===== src/hdl/mmfs_pkg.sv =====
// Package for the min-max feature scaler: field widths, beat payload types
// and the command and status structs between controller and datapath.
// No dependencies.
package mmfs_pkg;

  localparam int unsigned SAMPLE_BITS       = 32;
  localparam int unsigned FRACTION_BITS     = 16;
  localparam int unsigned STORE_DEPTH_DEF   = 64;
  localparam int unsigned SCALED_BITS       = FRACTION_BITS + 1;
  // The divider takes one step for the integer bit and one per fraction bit.
  localparam int unsigned STEP_W            = $clog2(FRACTION_BITS + 1);

  typedef struct packed {
    logic signed [SAMPLE_BITS-1:0] sample;
    logic                          final_sample;
  } in_beat_t;

  typedef struct packed {
    logic [SCALED_BITS-1:0]        scaled;
    logic signed [SAMPLE_BITS-1:0] set_minimum;
    logic signed [SAMPLE_BITS-1:0] set_maximum;
    logic                          final_result;
    logic                          degenerate;
    logic                          overflowed;
  } out_beat_t;

  typedef struct packed {
    logic load;   // store an accepted input beat
    logic rd;     // read the stored sample at the emit index
    logic init;   // start a division on the read sample
    logic step;   // one restoring division step
    logic first;  // the step that forms the integer bit
    logic push;   // move the quotient into the output register
  } cmd_t;

  typedef struct packed {
    logic last_item;  // the emit index points at the last stored sample
    logic out_free;   // the output register can take a beat this cycle
  } sts_t;

endpackage


===== src/hdl/mmfs_dp.sv =====
// Datapath of the min-max feature scaler: sample store, running extremes,
// serial restoring divider and output register.
// Depends on mmfs_pkg.
module mmfs_dp #(
  parameter int unsigned STORE_DEPTH = mmfs_pkg::STORE_DEPTH_DEF
) (
  input  logic                clk_i,
  input  logic                rst_ni,
  input  mmfs_pkg::cmd_t      cmd_i,
  output mmfs_pkg::sts_t      sts_o,
  input  mmfs_pkg::in_beat_t  in_data_i,
  output logic                out_valid_o,
  input  logic                out_ready_i,
  output mmfs_pkg::out_beat_t out_data_o
);

  localparam int unsigned SB    = mmfs_pkg::SAMPLE_BITS;
  localparam int unsigned FB    = mmfs_pkg::FRACTION_BITS;
  localparam int unsigned CNT_W = $clog2(STORE_DEPTH + 1);
  localparam int unsigned IDX_W = $clog2(STORE_DEPTH);
  localparam int unsigned RNG_W = SB + 1;
  localparam int unsigned REM_W = SB + 2;

  logic signed [SB-1:0] store_q [STORE_DEPTH];
  logic signed [SB-1:0] rdata_q;
  logic [CNT_W-1:0]     count_q;
  logic [IDX_W-1:0]     k_q;
  logic signed [SB-1:0] min_q;
  logic signed [SB-1:0] max_q;
  logic                 drop_q;
  logic [RNG_W-1:0]     range_q;
  logic [REM_W-1:0]     rem_q;
  logic [FB:0]          quo_q;
  logic                 out_valid_q;
  mmfs_pkg::out_beat_t  out_q;

  logic                 has_room;
  logic                 last_item;
  logic                 out_free;
  logic [RNG_W-1:0]     num;
  logic [RNG_W-1:0]     range_d;
  logic [REM_W-1:0]     rem_sh;
  logic                 ge;
  logic                 degen;

  assign has_room  = count_q < CNT_W'(STORE_DEPTH);
  assign last_item = (CNT_W'(k_q) + CNT_W'(1)) == count_q;
  assign out_free  = !out_valid_q || out_ready_i;
  assign sts_o     = '{last_item: last_item, out_free: out_free};

  // Both differences are taken one bit wider so they never wrap.
  assign num     = {rdata_q[SB-1], rdata_q} - {min_q[SB-1], min_q};
  assign range_d = {max_q[SB-1], max_q} - {min_q[SB-1], min_q};
  assign degen   = range_q == '0;

  assign rem_sh = cmd_i.first ? rem_q : {rem_q[REM_W-2:0], 1'b0};
  assign ge     = rem_sh >= {1'b0, range_q};

  always_ff @(posedge clk_i) begin
    if (cmd_i.load && has_room) begin
      store_q[count_q[IDX_W-1:0]] <= in_data_i.sample;
    end
    if (cmd_i.rd) begin
      rdata_q <= store_q[k_q];
    end
  end

  always_ff @(posedge clk_i or negedge rst_ni) begin
    if (!rst_ni) begin
      count_q <= '0;
      k_q     <= '0;
      min_q   <= '0;
      max_q   <= '0;
      drop_q  <= 1'b0;
    end else if (cmd_i.push && last_item) begin
      count_q <= '0;
      k_q     <= '0;
      min_q   <= '0;
      max_q   <= '0;
      drop_q  <= 1'b0;
    end else if (cmd_i.push) begin
      k_q <= k_q + IDX_W'(1);
    end else if (cmd_i.load) begin
      if (has_room) begin
        count_q <= count_q + CNT_W'(1);
        if (count_q == '0 || in_data_i.sample < min_q) begin
          min_q <= in_data_i.sample;
        end
        if (count_q == '0 || in_data_i.sample > max_q) begin
          max_q <= in_data_i.sample;
        end
      end else begin
        drop_q <= 1'b1;
      end
    end
  end

  always_ff @(posedge clk_i) begin
    if (cmd_i.init) begin
      range_q <= range_d;
      rem_q   <= REM_W'(num);
      quo_q   <= '0;
    end else if (cmd_i.step) begin
      rem_q <= ge ? rem_sh - REM_W'(range_q) : rem_sh;
      quo_q <= {quo_q[FB-1:0], ge};
    end
  end

  always_ff @(posedge clk_i or negedge rst_ni) begin
    if (!rst_ni) begin
      out_valid_q <= 1'b0;
    end else if (cmd_i.push) begin
      out_valid_q <= 1'b1;
    end else if (out_ready_i) begin
      out_valid_q <= 1'b0;
    end
  end

  always_ff @(posedge clk_i) begin
    if (cmd_i.push) begin
      out_q.scaled       <= degen ? '0 : quo_q;
      out_q.set_minimum  <= min_q;
      out_q.set_maximum  <= max_q;
      out_q.final_result <= last_item;
      out_q.degenerate   <= degen;
      out_q.overflowed   <= drop_q;
    end
  end

  assign out_valid_o = out_valid_q;
  assign out_data_o  = out_q;

  a_push_needs_room: assert property (@(posedge clk_i) disable iff (!rst_ni)
    cmd_i.push |-> out_free) else $error("push while output register is held");

  a_count_bound: assert property (@(posedge clk_i) disable iff (!rst_ni)
    count_q <= CNT_W'(STORE_DEPTH)) else $error("stored count beyond depth");

  a_extremes_order: assert property (@(posedge clk_i) disable iff (!rst_ni)
    count_q != '0 |-> min_q <= max_q) else $error("minimum above maximum");

  a_clear_after_set: assert property (@(posedge clk_i) disable iff (!rst_ni)
    cmd_i.push && last_item |=> count_q == '0 && !drop_q)
    else $error("set not cleared after its last beat");

endmodule


===== src/hdl/mmfs_ctrl.sv =====
// Controller of the min-max feature scaler: sequences loading, the per-sample
// read and divide, and the hand-off to the output register.
// Depends on mmfs_pkg.
module mmfs_ctrl (
  input  logic           clk_i,
  input  logic           rst_ni,
  input  logic           in_valid_i,
  input  logic           in_final_i,
  output logic           in_ready_o,
  input  mmfs_pkg::sts_t sts_i,
  output mmfs_pkg::cmd_t cmd_o
);

  localparam int unsigned SW = mmfs_pkg::STEP_W;

  typedef enum logic [2:0] {
    S_LOAD,
    S_READ,
    S_INIT,
    S_DIV,
    S_PUSH
  } state_e;

  state_e          state_q;
  logic [SW-1:0]   step_q;

  always_ff @(posedge clk_i or negedge rst_ni) begin
    if (!rst_ni) begin
      state_q <= S_LOAD;
      step_q  <= '0;
    end else begin
      case (state_q)
        S_LOAD: begin
          if (in_valid_i && in_final_i) begin
            state_q <= S_READ;
          end
        end
        S_READ: begin
          state_q <= S_INIT;
        end
        S_INIT: begin
          step_q  <= '0;
          state_q <= S_DIV;
        end
        S_DIV: begin
          step_q <= step_q + SW'(1);
          if (step_q == SW'(mmfs_pkg::FRACTION_BITS)) begin
            state_q <= S_PUSH;
          end
        end
        S_PUSH: begin
          if (sts_i.out_free) begin
            state_q <= sts_i.last_item ? S_LOAD : S_READ;
          end
        end
        default: begin
          state_q <= S_LOAD;
        end
      endcase
    end
  end

  always_comb begin
    cmd_o       = '0;
    cmd_o.load  = (state_q == S_LOAD) && in_valid_i;
    cmd_o.rd    = state_q == S_READ;
    cmd_o.init  = state_q == S_INIT;
    cmd_o.step  = state_q == S_DIV;
    cmd_o.first = (state_q == S_DIV) && (step_q == '0);
    cmd_o.push  = (state_q == S_PUSH) && sts_i.out_free;
  end

  assign in_ready_o = state_q == S_LOAD;

  a_no_load_while_emitting: assert property (@(posedge clk_i) disable iff (!rst_ni)
    cmd_o.load |-> !cmd_o.push && !cmd_o.step) else $error("load during emission");

  a_step_bound: assert property (@(posedge clk_i) disable iff (!rst_ni)
    state_q == S_DIV |-> step_q <= SW'(mmfs_pkg::FRACTION_BITS))
    else $error("divider step count overrun");

  a_final_starts_emit: assert property (@(posedge clk_i) disable iff (!rst_ni)
    cmd_o.load && in_final_i |=> state_q == S_READ)
    else $error("final beat did not start emission");

endmodule


===== src/hdl/min_max_feature_scaler.sv =====
// Min-max feature scaler, top level.
//
// Input channel (in_valid_i / in_ready_o / in_data_i): one sample per beat.
// Loading accepts one beat per cycle; samples beyond STORE_DEPTH are dropped
// and every result of that set then carries overflowed.
// The beat marked final_sample closes the set. in_ready_o then stays low
// while the stored samples go out, in arrival order, on the output channel
// (out_valid_o / out_ready_i / out_data_o), each scaled to
// (v - min) / (max - min) as an unsigned Q1.16 fraction, truncated.
// Each result goes through a store read, a setup state, 17 steps of the serial
// restoring divider and a transfer into the output register.
// The divider works on the next result while the output register waits; if
// the receiver stalls, the finished quotient holds until the register frees.
// After the beat with final_result is moved, the block takes a new set.
// When maximum equals minimum, scaled is 0 and degenerate is set.
// Reset (rst_ni low) empties the store, clears the extremes and the drop
// flag and drops any pending output beat.
// Depends on mmfs_pkg, mmfs_ctrl and mmfs_dp.
module min_max_feature_scaler #(
  parameter int unsigned STORE_DEPTH = mmfs_pkg::STORE_DEPTH_DEF
) (
  input  logic                clk_i,
  input  logic                rst_ni,
  input  logic                in_valid_i,
  output logic                in_ready_o,
  input  mmfs_pkg::in_beat_t  in_data_i,
  output logic                out_valid_o,
  input  logic                out_ready_i,
  output mmfs_pkg::out_beat_t out_data_o
);

  mmfs_pkg::cmd_t cmd;
  mmfs_pkg::sts_t sts;

  mmfs_ctrl u_ctrl (
    .clk_i      (clk_i),
    .rst_ni     (rst_ni),
    .in_valid_i (in_valid_i),
    .in_final_i (in_data_i.final_sample),
    .in_ready_o (in_ready_o),
    .sts_i      (sts),
    .cmd_o      (cmd)
  );

  mmfs_dp #(
    .STORE_DEPTH (STORE_DEPTH)
  ) u_dp (
    .clk_i       (clk_i),
    .rst_ni      (rst_ni),
    .cmd_i       (cmd),
    .sts_o       (sts),
    .in_data_i   (in_data_i),
    .out_valid_o (out_valid_o),
    .out_ready_i (out_ready_i),
    .out_data_o  (out_data_o)
  );

endmodule

===== config.mk =====
export PLATFORM = sky130hd
export DESIGN_NAME = min_max_feature_scaler
export DESIGN_NICKNAME = d
export VERILOG_FILES = /design/src/hdl/mmfs_pkg.sv /design/src/hdl/mmfs_dp.sv /design/src/hdl/mmfs_ctrl.sv /design/src/hdl/min_max_feature_scaler.sv
export SDC_FILE = /design/constraint.sdc
export NUM_CORES = 2
export LEC_CHECK = 0
export ABC_AREA = 0
export BUFFER_PORTS_ARGS = -buffer_cell sky130_fd_sc_hd__clkbuf_2
export CAP_MARGIN = 10
export CORE_UTILIZATION = 40
export CTS_CLUSTER_SIZE = 10
export DETAILED_ROUTE_END_ITERATION = 8
export PLACE_DENSITY = 0.66
export SKIP_LAST_GASP = 1
export SLEW_MARGIN = 20
export SYNTH_ARGS = -nofsm -noshare
export SYNTH_HDL_FRONTEND = slang
export SYNTH_SLANG_ARGS = --single-unit

===== constraint.sdc =====
create_clock -name clk_i -period 10.1 [get_ports clk_i]
set_input_delay 0.505 -clock clk_i [delete_from_list [all_inputs] [get_ports clk_i]]
set_output_delay 0.505 -clock clk_i [all_outputs]
set_load 0.01 [all_outputs]

==> impl_results.md <==
* Status: finished clean
* Leak Pwr at 34.3 nW
* Min cycle time layout at 6.26 ns
* Most used cell, CP: o21ai_0
* Area Overhead vs Synth at 13.8%
* Post-synth cell types at 79
* Final Hold Viols at 0
* Via count at 48.5k
* Die Footprint at 240000 sq um
* Critical Path Max Stage Delay at 0.66 ns
* Buffers on Ports at 122
* Commonest cells after routing, fill and taps aside: 2230 x edfxtp_1, 660 x mux4_2, 295 x clkbuf_16, 166 x nand2_1, 165 x ha_1
* CTS Buf Count at 288
* Worst-margin pin slew at 1.22 ns
* Max VDD drop at 0.198 mV
* Final setup violation count at 0
* Total wire length at 244000 um
* Pre-CTS WS at 3.87 ns
* Asr flop ratio synth at 0.0373
* GR Overflow Total at 0
* Synthesized Nets at 4932
* Layout cells sized above 1 at 0.268
* Synth warn at 0
* RSZ-0062 raised after global routing: false
* RR Endpoint: u_dp.rem_q[2]$_DFFE_PP_
* Die Y-Extent at 490 um
* Worst EP arrival at 6.85 ns
* Crit start category: flip-flop
* First-pass GRT wire length at 352000 um
* Setup TNS at 0 ns
* Final ANT Viol Nets at 0
* Crit. End Element: flip-flop
* Post_cts resized at 0
* Critical Path Stages at 17
* EDFF count, synth at 2230
* Fmax at 160 MHz
* Power Density at 197 nW/um^2
* Reg clk slew, reported paths at 0.05 ns
* Worst setup margin at 3.84 ns
* Core ar. at 236000 sq um
* R2R setup slack at 3.84 ns
* Cell breakdown of the critical path: nand2b_4, clkinv_4, nand4b_4, or2_2, ha_1, fa_1, nor2b_1, o31ai_1, a31oi_1, o21a_1, a31o_2, a21oi_2, nand2_2, buf_4, o21ai_0, o211ai_1, o21ai_0
* Final Hold Slack at 0.0717 ns
* Most common flop cell mapped by yosys: edfxtp_1
* Postcts setup bufs at 0
* Reg2reg start: u_ctrl.state_q[1]$_DFFE_PN0P_
* Vias per cell at 5.86
* Insertion delay to the later sink of the worst-skew pair at 0.92 ns
* Vias in the first global route at 48.9k
* I/O Pins at 123
* WS Path Type: flip-flop to flip-flop
* Initial DRC count at 6132
* WL per Instance at 29.4 um
* TritonCTS clock tree: done
* Leading cell type in the layout, fill and taps excluded: edfxtp_1
* TritonCTS Sinks at 2335
* H-tree levels at 5
* Drt pass-1 iters at 5
* Tot GR Track Use at 0.202
* CTS Hold Bufs at 2
* Layout Skew at 0.0816 ns
* Final core occ at 0.459
* Post-Syn Area per Cell at 20.2 sq um
* Initial Utilization at 0.404
* Slew headroom at 0.180
* Final Net Count at 5275
* Yosys reg bits at 2335
* Bufs and invs on worst path at 2
* DRC at 0
* Worst min-delay path class: input pin to flip-flop
* CTS Buffer Depth at 4
* Sequential fraction of the synthesis area at 0.729
* Final period util at 0.620
* Crit-path max FO at 56
* Root buffer cell: clkbuf_16
* Core Rows at 178
* Mapped Cells at 4727
* CP delay by family, top: simple AND/OR/NAND/NOR gates
* Final Max Slew Viols at 0
* Initial antenna violation count at 18
* Crit path to: u_dp.rem_q[2]$_DFFE_PP_
* Cell Area, Synth at 95300 sq um
* Largest net degree at the start of global routing at 122
* Max-cap violations at 0
* Setup crit start: u_ctrl.state_q[1]$_DFFE_PN0P_
* Placed wire-length estimate at 143000 um
* Fillers at 19.5k
* Worst Reg-to-Reg Cells at 17
* Die width at 490 um
* Slowest CP cell: nand4b_4
* Required arrival time at the worst endpoint at 10.68 ns
* RePlAce Congestion at 0.912
-- worst register-to-register path: stages (launching register included) --
cell      delay (ns)
dfrtp_1         0.55
nand2b_4        0.26
clkinv_4        0.46
nand4b_4        0.68
or2_2           0.63
ha_1            0.22
fa_1            0.41
nor2b_1         0.26
o31ai_1         0.12
a31oi_1         0.44
o21a_1          0.33
a31o_2          0.25
a21oi_2         0.14
nand2_2         0.41
buf_4           0.43
o21ai_0         0.18
o211ai_1        0.13
o21ai_0         0.10
-- cells in the mapped netlist, types with 4 or more instances --
cell type / number / area, sq um
buf_2: 16 / 80.1
and3_1: 7 / 43.8
o211ai_1: 11 / 82.6
or3_1: 8 / 50.1
nand2b_1: 20 / 125
mux2i_1: 66 / 661
a22o_1: 4 / 35.0
o31ai_1: 48 / 360
nor4_1: 13 / 81.3
nor2_1: 189 / 709
or2_2: 5 / 31.3
ha_1: 165 / 2060
inv_1: 134 / 503
a21oi_1: 110 / 551
buf_1: 63 / 236
xnor2_1: 51 / 447
nand2_1: 166 / 623
o21ai_0: 94 / 470
edfxtp_1: 2230 / 67000
mux2_2: 43 / 484
o21ai_1: 6 / 30.0
nand3_1: 56 / 280
o21bai_1: 12 / 90.1
nor3_1: 21 / 105
a21o_1: 57 / 428
xor2_1: 35 / 307
a31oi_1: 24 / 150
o21a_1: 24 / 180
dfrtp_1: 87 / 2180
a211oi_1: 13 / 97.6
dfxtp_1: 18 / 360
nor2b_1: 34 / 213
a31o_2: 4 / 35.0
o31a_1: 8 / 70.1
clkbuf_1: 132 / 495
mux4_2: 660 / 14900
nand4_1: 29 / 181
-- per-stage QoR --
step | total power, W | cell area [sq um] | std cells
2_1_floorplan | 0.0122 | 95300 | 4727
3_3_place_gp | 0.0127 | 101000 | 7927
3_5_place_dp | 0.0127 | 101000 | 7927
4_1_cts | 0.0215 | 108000 | 8276
5_1_grt | 0.0220 | 108000 | 8279
6_report | 0.0213 | 108000 | 8282
-- cell type report --
type	count	area, sq um	area share
clock inverter	17	131	0.00121
clock buffer	330	7520	0.0694
multi-input combinational	2040	24900	0.230
inverter	136	517	0.00477
antenna	5	12.5	0.000115
sequential	2335	69500	0.641
timing repair buffer	269	1840	0.0170
tap	3150	3940	0.0363
-- report_power, final --
group	internal (W)	switching (W)	total (W)
Sequential	0.0108	0.0000964	0.0109
Combinational	0.000637	0.00100	0.00164
Clock	0.00520	0.00359	0.00879
Total	0.0167	0.00469	0.0213
-- cell families (layout without fill, tap and decap cells) --
family | Yosys count | in the layout | synth area share
AND/OR/NAND/NOR | 565 | 565 | 0.0274
other | 0 | 5 | 0
multiplexers | 770 | 770 | 0.168
XOR/XNOR | 86 | 86 | 0.00790
buffers and inverters | 352 | 752 | 0.0145
AO/OA/AOI/OAI | 451 | 451 | 0.0305
adder cells (fa/ha/maj) | 168 | 168 | 0.0223
flip-flops | 2335 | 2335 | 0.729
-- worst min path at each step --
stage / startpoint / endpoint / slack (ns) / cells after the start
floorplan: rst_ni / u_ctrl.state_q[0]$_DFFE_PN0P_ / 0.21 / 0
global placement: u_dp.quo_q[16]$_SDFFE_PP0P_ / u_dp.quo_q[16]$_SDFFE_PP0P_ / 0.43 / 2
detailed placement: u_dp.quo_q[16]$_SDFFE_PP0P_ / u_dp.quo_q[16]$_SDFFE_PP0P_ / 0.43 / 2
finish: in_valid_i / u_dp.drop_q$_DFFE_PN0P_ / 0.07 / 3
global route: in_valid_i / u_dp.drop_q$_DFFE_PN0P_ / 0.05 / 3
CTS: in_valid_i / u_dp.drop_q$_DFFE_PN0P_ / 0.02 / 3
-- layer usage --
metal,up-vias,global-route usage,wire [um]
li1,20100,-,-
met1,25900,0.292,103000
met2,2210,0.320,116000
met3,324,0.0331,19900
met4,0,0.0485,4780
met5,-,0,0
-- registers in the layout, summed over array words and instances (netlist names) --
name,count
u_ctrl.state_q,3
u_dp.rdata_q,32
u_dp.min_q,32
u_dp.out_valid_o,1
u_ctrl.step_q,5
u_dp.range_q,33
u_dp.drop_q,1
u_dp.quo_q,17
u_dp.count_q,7
u_dp.store_q,2048
u_dp.out_data_o,84
u_dp.max_q,32
u_dp.rem_q,34
u_dp.k_q,6
Note: power is estimated with default switching activity, not from simulation.
